**src/rtl/awf_pkg.sv**
```systemverilog
// Shared types and constants for the audio output word formatter.
// Holds the sample width, mode and register index codes, and the lane and beat structs.
// No dependencies.
package awf_pkg;

  // Width of the incoming left and right samples.
  localparam int INPUT_BITS = 20;
  // Internal width for sample compares; one bit above the input keeps 16-bit limits exact.
  localparam int EXT_W = INPUT_BITS + 1;

  typedef enum logic [1:0] {
    MODE_I2S  = 2'd0,
    MODE_PWM  = 2'd1,
    MODE_SD   = 2'd2,
    MODE_RSVD = 2'd3
  } mode_t;

  localparam logic [2:0] REG_OUTPUT_MODE  = 3'd0;
  localparam logic [2:0] REG_STEREO       = 3'd1;
  localparam logic [2:0] REG_DITHER_0_3   = 3'd2;
  localparam logic [2:0] REG_DITHER_4_7   = 3'd3;
  localparam logic [2:0] REG_DITHER_8_11  = 3'd4;
  localparam logic [2:0] REG_DITHER_12_15 = 3'd5;

  localparam logic [1:0] LAST_PHASE = 2'd3;

  localparam logic [31:0] PWM_FULL_HIGH = 32'hffff00ff;
  localparam logic [31:0] PWM_FULL_LOW  = 32'h0000ff00;

  // Sixteen 16-bit dither patterns, four per register, low pattern first.
  typedef logic [3:0][63:0] dither_t;

  typedef struct packed {
    logic sd_step;   // update the level for this beat
    logic sd_push;   // shift the new byte into the pending bytes
    logic sd_flush;  // the word is complete, clear the pending bytes
  } lane_ctrl_t;

  typedef struct packed {
    logic [15:0] sat_half;
    logic [31:0] pwm_word;
    logic [31:0] sd_word;
  } lane_res_t;

  typedef struct packed {
    logic [31:0] left_word;
    logic [31:0] right_word;
    logic        right_valid;
  } out_beat_t;

endpackage

```
**src/rtl/audio_output_word_formatter_core.sv**
```systemverilog
// Top level of the audio output word formatter: configuration registers, two channel
// lanes, the merging stage and the output register. Depends on awf_pkg, awf_lane and
// awf_merge.
//
// Usage:
// Each input beat carries one mixed frame (left_sample, right_sample). In I2S and PWM
// modes every frame yields one output beat; in sigma-delta mode every fourth frame
// yields one beat holding four step bytes per channel, oldest in the high byte.
// Reserved mode 3 swallows frames and changes nothing.
// The left and right lanes work side by side on the two samples in the same cycle,
// and the merging stage picks the words for the current mode.
// A result is visible on the output the cycle after its frame is accepted. Throughput
// is one frame per cycle while out_ready is high, set by the single output register.
// When the receiver stalls, the output register holds its beat and a new frame is
// still taken in the same cycle the waiting beat leaves; in_ready drops only while a
// beat waits and out_ready is low.
// The configuration channel is always ready; write it only while the block is idle.
// Reset selects PWM mode in stereo, clears all dither patterns, the sigma-delta
// levels, the pending bytes and the pack phase, and empties the output register.
module audio_output_word_formatter_core (
  input  logic                                clk,
  input  logic                                rst,
  input  logic                                in_valid,
  output logic                                in_ready,
  input  logic signed [awf_pkg::INPUT_BITS-1:0] left_sample,
  input  logic signed [awf_pkg::INPUT_BITS-1:0] right_sample,
  output logic                                out_valid,
  input  logic                                out_ready,
  output logic [31:0]                         left_word,
  output logic [31:0]                         right_word,
  output logic                                right_valid,
  input  logic                                cfg_valid,
  output logic                                cfg_ready,
  input  logic [2:0]                          cfg_index,
  input  logic [63:0]                         cfg_data
);

  awf_pkg::mode_t      mode;
  logic                stereo;
  awf_pkg::dither_t    dither;
  logic [1:0]          phase;
  logic                in_acc;
  logic                sd_acc;
  logic                last;
  awf_pkg::lane_ctrl_t left_ctrl;
  awf_pkg::lane_ctrl_t right_ctrl;
  awf_pkg::lane_res_t  left_res;
  awf_pkg::lane_res_t  right_res;
  awf_pkg::out_beat_t  beat;
  logic                produce;

  // Configuration writes are always taken.
  assign cfg_ready = 1'b1;

  always_ff @(posedge clk) begin
    if (rst) begin
      mode   <= awf_pkg::MODE_PWM;
      stereo <= 1'b1;
      dither <= '0;
    end else if (cfg_valid) begin
      unique case (cfg_index)
        awf_pkg::REG_OUTPUT_MODE:  mode      <= awf_pkg::mode_t'(cfg_data[1:0]);
        awf_pkg::REG_STEREO:       stereo    <= cfg_data[0];
        awf_pkg::REG_DITHER_0_3:   dither[0] <= cfg_data;
        awf_pkg::REG_DITHER_4_7:   dither[1] <= cfg_data;
        awf_pkg::REG_DITHER_8_11:  dither[2] <= cfg_data;
        awf_pkg::REG_DITHER_12_15: dither[3] <= cfg_data;
        default: begin
        end
      endcase
    end
  end

  // A frame can enter whenever the output register is empty or is being emptied.
  assign in_ready = !out_valid || out_ready;
  assign in_acc   = in_valid && in_ready;
  assign sd_acc   = in_acc && (mode == awf_pkg::MODE_SD);
  assign last     = (phase == awf_pkg::LAST_PHASE);

  // The right lane only advances its sigma-delta state in stereo.
  assign left_ctrl.sd_step   = sd_acc;
  assign left_ctrl.sd_push   = sd_acc && !last;
  assign left_ctrl.sd_flush  = sd_acc && last;
  assign right_ctrl.sd_step  = sd_acc && stereo;
  assign right_ctrl.sd_push  = sd_acc && stereo && !last;
  assign right_ctrl.sd_flush = sd_acc && stereo && last;

  awf_lane u_left_lane (
    .clk    (clk),
    .rst    (rst),
    .sample (left_sample),
    .dither (dither),
    .ctrl   (left_ctrl),
    .res    (left_res)
  );

  awf_lane u_right_lane (
    .clk    (clk),
    .rst    (rst),
    .sample (right_sample),
    .dither (dither),
    .ctrl   (right_ctrl),
    .res    (right_res)
  );

  awf_merge u_merge (
    .left_res  (left_res),
    .right_res (right_res),
    .mode      (mode),
    .stereo    (stereo),
    .phase     (phase),
    .beat      (beat),
    .produce   (produce)
  );

  // Pack phase counts sigma-delta frames and wraps after the fourth.
  always_ff @(posedge clk) begin
    if (rst) begin
      phase <= 2'd0;
    end else if (sd_acc) begin
      phase <= phase + 2'd1;
    end
  end

  // Output register.
  always_ff @(posedge clk) begin
    if (rst) begin
      out_valid <= 1'b0;
    end else if (in_acc && produce) begin
      out_valid <= 1'b1;
    end else if (out_ready) begin
      out_valid <= 1'b0;
    end
  end

  always_ff @(posedge clk) begin
    if (in_acc && produce) begin
      left_word   <= beat.left_word;
      right_word  <= beat.right_word;
      right_valid <= beat.right_valid;
    end
  end

  // A beat without a right word always carries zero there.
  a_right_zero: assert property (@(posedge clk) disable iff (rst)
    out_valid && !right_valid |-> right_word == 32'd0)
    else $error("right_word nonzero while right_valid is low");

  // I2S and PWM frames always produce a beat in the next cycle.
  a_direct_beat: assert property (@(posedge clk) disable iff (rst)
    in_acc && (mode == awf_pkg::MODE_I2S || mode == awf_pkg::MODE_PWM) |=> out_valid)
    else $error("I2S or PWM frame did not produce a beat");

  // A sigma-delta frame before the fourth creates no beat.
  a_sd_no_beat: assert property (@(posedge clk) disable iff (rst)
    sd_acc && !last |=> out_valid == $past(out_valid && !out_ready))
    else $error("sigma-delta frame produced a beat before the word was full");

  // I2S frames never carry a right word.
  a_i2s_no_right: assert property (@(posedge clk) disable iff (rst)
    in_acc && mode == awf_pkg::MODE_I2S |=> !right_valid)
    else $error("I2S beat flagged a right word");

endmodule

```
**src/rtl/awf_lane.sv**
```systemverilog
// One channel lane of the audio output word formatter.
// Computes the saturated I2S half, the PWM word and the sigma-delta byte for one sample,
// and holds that channel's sigma-delta level and pending bytes. Depends on awf_pkg.
module awf_lane (
  input  logic                                clk,
  input  logic                                rst,
  input  logic signed [awf_pkg::INPUT_BITS-1:0] sample,
  input  awf_pkg::dither_t                    dither,
  input  awf_pkg::lane_ctrl_t                 ctrl,
  output awf_pkg::lane_res_t                  res
);

  localparam logic signed [awf_pkg::EXT_W-1:0] POS_MAX = awf_pkg::EXT_W'(32'sh7fff);
  localparam logic signed [awf_pkg::EXT_W-1:0] NEG_MIN = awf_pkg::EXT_W'(-32'sh8000);
  localparam logic signed [16:0] STEP_MAX = 17'sd127;
  localparam logic signed [16:0] STEP_MIN = -17'sd127;

  logic signed [15:0]              level;
  logic signed [15:0]              level_next;
  logic [23:0]                     pending;
  logic [23:0]                     pending_next;
  logic signed [awf_pkg::EXT_W-1:0] s_ext;
  logic signed [awf_pkg::EXT_W-1:0] t_ext;
  logic                            over;
  logic                            under;
  logic [15:0]                     u;
  logic [15:0]                     pattern;
  logic signed [15:0]              target;
  logic signed [16:0]              diff;
  logic [6:0]                      mag;
  logic [7:0]                      sd_byte;

  assign s_ext = awf_pkg::EXT_W'(sample);
  assign over  = s_ext > POS_MAX;
  assign under = s_ext < NEG_MIN;

  // Saturated half for I2S.
  always_comb begin
    if (over) begin
      res.sat_half = 16'h7fff;
    end else if (under) begin
      res.sat_half = 16'h8000;
    end else begin
      res.sat_half = s_ext[15:0];
    end
  end

  // PWM: offset to unsigned, high byte sets the runs, next nibble picks the dither.
  assign u       = {~s_ext[15], s_ext[14:0]};
  assign pattern = dither[u[7:6]][{u[5:4], 4'b0000} +: 16];

  always_comb begin
    if (over) begin
      res.pwm_word = awf_pkg::PWM_FULL_HIGH;
    end else if (under) begin
      res.pwm_word = awf_pkg::PWM_FULL_LOW;
    end else begin
      res.pwm_word = {pattern, ~u[15:8], u[15:8]};
    end
  end

  // Sigma-delta: floor shift by four, saturate, then a step limited to 127.
  assign t_ext = s_ext >>> 4;

  always_comb begin
    if (t_ext > POS_MAX) begin
      target = 16'sh7fff;
    end else if (t_ext < NEG_MIN) begin
      target = -16'sh8000;
    end else begin
      target = t_ext[15:0];
    end
  end

  assign diff = 17'(target) - 17'(level);

  always_comb begin
    if (!diff[16]) begin
      mag        = (diff > STEP_MAX) ? 7'd127 : diff[6:0];
      sd_byte    = {1'b0, mag};
      level_next = level + 16'(mag);
    end else begin
      mag        = (diff < STEP_MIN) ? 7'd127 : 7'(-diff);
      sd_byte    = {1'b1, mag};
      level_next = level - 16'(mag);
    end
  end

  assign res.sd_word = {pending, sd_byte};

  always_comb begin
    pending_next = pending;
    if (ctrl.sd_flush) begin
      pending_next = 24'd0;
    end else if (ctrl.sd_push) begin
      pending_next = {pending[15:0], sd_byte};
    end
  end

  always_ff @(posedge clk) begin
    if (rst) begin
      level   <= 16'sd0;
      pending <= 24'd0;
    end else begin
      if (ctrl.sd_step) begin
        level <= level_next;
      end
      pending <= pending_next;
    end
  end

endmodule

```
**src/rtl/awf_merge.sv**
```systemverilog
// Merging stage of the audio output word formatter.
// Combines the left and right lane results into one output beat by mode and stereo setting.
// Depends on awf_pkg.
module awf_merge (
  input  awf_pkg::lane_res_t left_res,
  input  awf_pkg::lane_res_t right_res,
  input  awf_pkg::mode_t     mode,
  input  logic               stereo,
  input  logic [1:0]         phase,
  output awf_pkg::out_beat_t beat,
  output logic               produce
);

  always_comb begin
    beat    = '0;
    produce = 1'b0;
    unique case (mode)
      awf_pkg::MODE_I2S: begin
        produce        = 1'b1;
        beat.left_word = {stereo ? right_res.sat_half : left_res.sat_half, left_res.sat_half};
      end
      awf_pkg::MODE_PWM: begin
        produce          = 1'b1;
        beat.left_word   = left_res.pwm_word;
        beat.right_word  = stereo ? right_res.pwm_word : 32'd0;
        beat.right_valid = stereo;
      end
      awf_pkg::MODE_SD: begin
        produce          = (phase == awf_pkg::LAST_PHASE);
        beat.left_word   = left_res.sd_word;
        beat.right_word  = stereo ? right_res.sd_word : 32'd0;
        beat.right_valid = stereo;
      end
      default: begin
        produce = 1'b0;
      end
    endcase
  end

endmodule
```
**config.mk**
```make
export PLATFORM = sky130hd
export DESIGN_NAME = audio_output_word_formatter_core
export DESIGN_NICKNAME = d
export VERILOG_FILES = /design/src/rtl/awf_pkg.sv /design/src/rtl/audio_output_word_formatter_core.sv /design/src/rtl/awf_lane.sv /design/src/rtl/awf_merge.sv
export SDC_FILE = /design/constraint.sdc
export NUM_CORES = 1
export LEC_CHECK = 0
export BUFFER_PORTS_ARGS = -buffer_cell sky130_fd_sc_hd__buf_2
export CELL_PAD_IN_SITES_DETAIL_PLACEMENT = 2
export CELL_PAD_IN_SITES_GLOBAL_PLACEMENT = 2
export CORE_MARGIN = 3
export CORE_UTILIZATION = 39
export DETAILED_ROUTE_END_ITERATION = 12
export HOLD_SLACK_MARGIN = 0.02
export PLACE_DENSITY = 0.8
export SLEW_MARGIN = 20
export SYNTH_ARGS = -nofsm -noshare
export SYNTH_HDL_FRONTEND = slang
export SYNTH_HIERARCHICAL = 1
export SYNTH_SLANG_ARGS = --single-unit
```
**constraint.sdc**
```tcl
create_clock -name clk -period 9.2 [get_ports clk]
set_input_delay 1.38 -clock clk [delete_from_list [all_inputs] [get_ports clk]]
set_output_delay 1.38 -clock clk [all_outputs]
set_load 0.03 [all_outputs]
```
==> results of run 1 <==
[metal layers]
| layer | global-route usage | vias up | share of wire |
|---|---|---|---|
| met5 | 0 | - | 0.00013 |
| met3 | 0.03982 | 170 | 0.056 |
| met2 | 0.4918 | 724 | 0.49 |
| li1 | - | 9711 | - |
| met1 | 0.3667 | 11390 | 0.41 |
| met4 | 0.1151 | 2 | 0.043 |
[state kept, by name (all words and copies together), names as in the netlist]
register and cells:
u_right_lane/level 16, left_word 32, u_right_lane/pending 24, right_word 32, u_left_lane/level 16, u_left_lane/pending 24, phase 2, dither 256
stereo 1, mode 2, right_valid 1, out_valid 1
[kinds of logic after synthesis]
family / share of synthesized area
AOI/OAI and AO/OA: 0.1677
adders and majority gates: 0.04361
buffers and inverters: 0.06562
muxes: 0.1768
xor gates and xnor gates: 0.01822
DFF: 0.3550
and+or+nand+nor: 0.1729
other: 0.0001513
[worst max-delay path by stage]
stage / from / endpoint / slack, ns
finish: right_sample[5] / u_right_lane/level[15] / 1.42
global placement: right_sample[5] / u_right_lane/level[15] / 1.26
global route: right_sample[5] / u_right_lane/level[15] / 1.01
detailed placement: right_sample[5] / u_right_lane/level[15] / 0.90
CTS: right_sample[5] / u_right_lane/level[15] / 1.52
floorplan: right_sample[4] / u_right_lane/level[15] / 1.67
[worst max-delay path: cells and delay by family]
kind | cells | cell delay, ns
fa+ha+maj | 4 | 1.33
simple gates | 9 | 1.83
compound gates | 10 | 2.70
mux | 2 | 0.58
buf+inv | 2 | 0.42
[synth_stat cells, types with 16 or more instances]
cell type    n
a21o_1      43
a21oi_1    301
a222oi_1    16
a22oi_1     49
buf_1       26
buf_2       56
buf_4       33
buf_6       19
clkbuf_1   110
dfxtp_1    342
edfxtp_1    65
ha_1        80
inv_1       74
mux2i_1     74
mux4_2     160
nand2_1    565
nand3_1     27
nand4_1     17
nor2_1     173
nor2b_1     19
nor3_1      30
o21a_1      48
o21ai_0     40
o22ai_1     19
xnor2_1     33
[through the flow]
step | std cells | util | cell area (um^2)
floorplan | 2696 | - | 24790
global placement | 3499 | 0.4136 | 25760
detailed placement | 3499 | 0.4136 | 25760
CTS | 3590 | 0.4408 | 27450
global route | 3592 | 0.4412 | 27480
finish | 3593 | 0.4412 | 27480
[power by group through the flow]
| stage | logic (mW) | clock network [mW] | registers [mW] |
|---|---|---|---|
| after detailed placement | 0.702 | 0 | 1.94 |
| after CTS | 0.709 | 2.11 | 1.90 |
| after global routing | 0.761 | 2.19 | 1.91 |
| after global placement | 0.674 | 0 | 1.93 |
| after floorplan | 0.414 | 0 | 1.99 |
| final | 0.714 | 2.07 | 1.90 |
[layout make-up]
| cell class | instances | area share |
|---|---|---|
| timing repair buffer | 218 | 0.04480 |
| inverter | 77 | 0.01052 |
| clock inverter | 24 | 0.01116 |
| multi-input combinational | 1961 | 0.5246 |
| antenna | 2 | 0.0001821 |
| tap | 837 | 0.03811 |
| clock buffer | 67 | 0.05041 |
| sequential | 407 | 0.3202 |
==> results.json, run 1 <==
{
  "yosys-top-cells-area": "dfxtp_1 (28%), mux4_2 (15%), nand2_1 (8.6%), edfxtp_1 (7.9%), a21oi_1 (6.1%)",
  "dp_hpwl_um": 68020,
  "antenna_found_initial": 3,
  "drt_first_pass_iters": 6,
  "clkLatencyLatePin_ns": 0.62,
  "synth_area_per_cell_um2": 9.194,
  "ctsResizeCount": 0,
  "wl_per_cell_um": 27.24,
  "drt-initial-drc-count": 1803,
  "grt_max_degree": 122,
  "cts_setup_buffers": 0,
  "htreeDepth": 2,
  "drive_above_1_share": 0.1975,
  "final_hold_viol_count": 0,
  "synth_top_area_cell": "dfxtp_1",
  "cellLeakagePower_nw": 10.04,
  "synth_cells": 2696,
  "dieArea_um2": 66620,
  "antenna_left": 0,
  "p_switching_mw": 1.354,
  "cpMaxStageDelayCell": "fa_1",
  "register_area_um2": 8798,
  "multi_input_area_um2": 14420,
  "root_buffer": "clkbuf_16",
  "timing.final.ws_setup_ns": 1.423,
  "holdPathStages": 2,
  "num_vias": 21990,
  "required_ns": 9.70,
  "wirelength_um": 97860,
  "r2r-end": "u_right_lane/level[15]",
  "fin_tns_setup_ns": 0,
  "final_cell_mix": "nand2_1 (564), dfxtp_1 (342), a21oi_1 (301), buf_2 (175), nor2_1 (171)",
  "internal-power_mw": 3.330,
  "maxSlewHeadroom": 0.3295,
  "grt-ovfl-total": 0,
  "p_comb_frac": 0.152,
  "yosysTopAreaCellShare": 0.2762,
  "powerDensity_nw_per_um2": 170.5,
  "pre_cts_slack_ns": 0.8957,
  "core_um2": 62280,
  "final_common_cell": "nand2_1",
  "cp_slowest_stage_delay_ns": 0.56,
  "rsz0062_at_grt": "no",
  "ios": 180,
  "start_kind": "input pin",
  "min_period_over_period": 0.8453,
  "cts_sinks": 407,
  "setup_viol": 0,
  "ys_warn_count": 6,
  "worst_pin_slew_ns": 1.006,
  "nFillCells": 6735,
  "routabilityCongestion": 0.8689,
  "holdWs_ns": 0.4704,
  "synthArstFlopShare": 0,
  "portBuffers": 178,
  "maxCapViolCount": 0,
  "synthToLayoutAreaGrowth_pct": 10.86,
  "path_class": "in -> reg",
  "path_max_fanout": 17,
  "worstHoldStart": "dither[61]",
  "fp-row-count": 91,
  "r2r-start": "u_right_lane/level[6]",
  "cts_tree": "done",
  "cts_max_path_buffers": 3,
  "netlist_area_um2": 24790,
  "slew_violations": 0,
  "min_path_type": "reg -> reg",
  "reg2regPathDepth": 26,
  "p_clk_frac": 0.442,
  "fp.dieW_um": 258.1,
  "die_h_um": 258.1,
  "fin_nets": 2910,
  "synth-main-ff-cell": "dfxtp_1",
  "grt_pass1_wl_um": 148400,
  "yosysUniqueCellTypes": 126,
  "cp-end-kind": "flop",
  "initial_core_util": 0.3980,
  "peakVddDrop_v": 0.0001489,
  "drcViolationCount": 0,
  "cts_made_buffers": 49,
  "arrival_ns": 8.28,
  "sequentialPowerShare": 0.406,
  "track_usage": 0.2875,
  "power_mw": 4.684,
  "p_sw_frac": 0.2890,
  "ys_seq_area_frac": 0.3550,
  "syn-num-nets": 2892,
  "min_delay_worst_endpoint": "dither[61]",
  "status": "finished, final reports clean",
  "grt_pass1_vias": 23440,
  "ff2ff_setup_slack_ns": 2.09,
  "fin_crit_ns": 7.777,
  "cts_hold_buf": 0,
  "synth-edff-count": 65,
  "clock_skew_ns": 0.01306,
  "clkTransAtPathRegs_ns": 0.06,
  "ys_ff_latch": 407,
  "clock.fmax_mhz": 128.6,
  "avgViaCountPerCell": 6.121
}
No activity file was read; power rests on OpenSTA's default activity.
==> run 2, diff against run 1 <==
==> constraint.sdc (replaced) <==
create_clock -name clk -period 7.26 [get_ports clk]
set_input_delay 1.089 -clock clk [delete_from_list [all_inputs] [get_ports clk]]
set_output_delay 1.089 -clock clk [all_outputs]
set_load 0.03 [all_outputs]
==> results.json, run 2 (synthesized netlist as in run 1, its figures left out) <==
{
  "fp.dieW_um": 258.1,
  "initial_core_util": 0.3980,
  "maxSlewHeadroom": 0.3142,
  "drt_first_pass_iters": 6,
  "avgViaCountPerCell": 6.052,
  "root_buffer": "clkbuf_16",
  "final_cell_mix": "nand2_1 (563), dfxtp_1 (342), a21oi_1 (301), buf_2 (175), nor2_1 (171)",
  "slew_violations": 0,
  "cellLeakagePower_nw": 10.09,
  "cp-end-kind": "flop",
  "dieArea_um2": 66620,
  "antenna_found_initial": 8,
  "antenna_left": 0,
  "grt-ovfl-total": 0,
  "path_common_cell": "ha_1",
  "grt_max_degree": 147,
  "arrival_ns": 7.28,
  "powerDensity_nw_per_um2": 214.2,
  "grt_use_met3": 0.04835,
  "wirelength_um": 98790,
  "path_max_fanout": 9,
  "reg.largest.list": "dither: 256 flops, left_word: 32 flops, right_word: 32 flops",
  "min_delay_worst_endpoint": "dither[10]",
  "die_h_um": 258.1,
  "path_class": "in -> reg",
  "met1_usage": 0.3638,
  "cts_tree": "done",
  "final_cells": 3611,
  "holdPathStages": 2,
  "rsz0062_at_grt": "no",
  "synthToLayoutAreaGrowth_pct": 11.20,
  "nFillCells": 6752,
  "ios": 180,
  "grt_pass1_wl_um": 150600,
  "ff2ff_setup_slack_ns": 0.80,
  "portBuffers": 178,
  "drive_above_1_share": 0.2030,
  "cts_max_path_buffers": 3,
  "fin_crit_ns": 6.779,
  "use_met2": 0.5074,
  "p_sw_frac": 0.2961,
  "clkLatencyLatePin_ns": 0.63,
  "min_period_over_period": 0.9337,
  "required_ns": 7.76,
  "num_vias": 21850,
  "fin_nets": 2925,
  "core_um2": 62280,
  "top_usage_layer": "met2",
  "drcViolationCount": 0,
  "dp_hpwl_um": 68030,
  "p_clk_frac": 0.437,
  "cts_setup_buffers": 0,
  "track_usage": 0.2919,
  "fp-row-count": 91,
  "clkTransAtPathRegs_ns": 0.06,
  "cpMaxStageDelayCell": "fa_1",
  "cp_slowest_stage_delay_ns": 0.44,
  "start_kind": "input pin",
  "drt-initial-drc-count": 1659,
  "clock.fmax_mhz": 147.5,
  "regMostFlops": "dither",
  "power_mw": 5.903,
  "sequentialPowerShare": 0.408,
  "p_comb_frac": 0.154,
  "routabilityCongestion": 0.8722,
  "min_path_type": "reg -> reg",
  "maxCapViolCount": 0,
  "internal-power_mw": 4.155,
  "final_common_cell": "nand2_1",
  "peakVddDrop_v": 0.0001730,
  "reg2regPathDepth": 26,
  "dp.cells": 3514,
  "r2r-start": "u_right_lane/level[6]",
  "final_hold_viol_count": 0,
  "cts_made_buffers": 50,
  "status": "finished, final reports clean",
  "clock_skew_ns": 0.02584,
  "p_switching_mw": 1.748,
  "setup_viol": 0,
  "largest_reg_flops": 256,
  "cts_hold_buf": 0,
  "wl_per_cell_um": 27.36,
  "worst_pin_slew_ns": 1.029,
  "worstHoldStart": "dither[10]",
  "r2r-end": "u_right_lane/level[15]",
  "grt_pass1_vias": 23950,
  "htreeDepth": 2,
  "cts_sinks": 407
}
[run 2: cell types whose count changed in the layout (fill, tap and decap cells not counted), moves of 3 or more]
| cell | delta |
|---|---|
| buf_4 | +16 |
| bufinv_16 | -3 |
| clkbuf_8 | +3 |
| clkinv_4 | +3 |
| clkinvlp_4 | -3 |
| diode_2 | +4 |
[run 2: power groups by stage]
stage	Sequential, mW	Combinational (mW)	Clock, mW
floorplan	2.52	0.525	0
global placement	2.45	0.862	0
detailed placement	2.46	0.895	0
CTS	2.41	0.905	2.63
global route	2.42	0.975	2.73
finish	2.41	0.912	2.58
[run 2: area by class of cell]
cell class	instances	area, um^2	share of cell area
clock buffer	68	1419	0.05148
clock inverter	23	250.2	0.009079
multi-input combinational	1961	14430	0.5236
tap	837	1047	0.03800
antenna	6	15.01	0.0005448
sequential	407	8798	0.3192
inverter	77	289.0	0.01049
timing repair buffer	232	1311	0.04758
[run 2: worst max-delay path by stage]
stage                                from                      to  slack (ns)  cells after the start
after detailed placement   left_sample[4]   u_left_lane/level[15]       -0.11                     30
after global placement     left_sample[4]   u_left_lane/level[15]        0.19                     30
after CTS                  left_sample[4]   u_left_lane/level[15]        0.54                     30
after floorplan           right_sample[4]  u_right_lane/level[15]        0.02                     30
after global routing       left_sample[4]   u_left_lane/level[15]        0.02                     30
final                     right_sample[4]  u_right_lane/level[15]        0.48                     28
[run 2: metal layers]
| layer | vias to the layer above | wire (um) | share of wire |
|---|---|---|---|
| li1 | 9743 | - | - |
| met1 | 11270 | 40460 | 0.41 |
| met2 | 657 | 48930 | 0.50 |
| met3 | 186 | 5687 | 0.058 |
| met4 | 2 | 3699 | 0.037 |
| met5 | - | 13 | 0.00013 |
[run 2: repair_timing]
item | in CTS | in global routing
setup endpoints to repair | 0 | 1
endpoints found under the hold margin | 0 | 0
gates resized for setup | 0 | 3
[run 2: through the flow]
stage	TNS [ns]	worst slack, ns	util	area (um^2)	hold WS, ns
5_1_grt	0	0.01696	0.4424	27550	0.4880
4_1_cts	0	0.5423	0.4420	27530	0.4705
3_3_place_gp	0	0.1934	0.4152	25860	0.4486
3_5_place_dp	-0.1516	-0.1093	0.4152	25860	0.4634
6_report	0	0.4813	0.4425	27560	0.4700
2_1_floorplan	0	0.01829	-	24790	0.4429
[run 2: critical path, delay by kind of cell]
kind	cells	cell delay, ns
AO/OA/AOI/OAI	10	2.25
AND/OR/NAND/NOR	9	1.69
adder cells (fa/ha/maj)	5	1.41
multiplexers	2	0.58
buffers and inverters	2	0.24
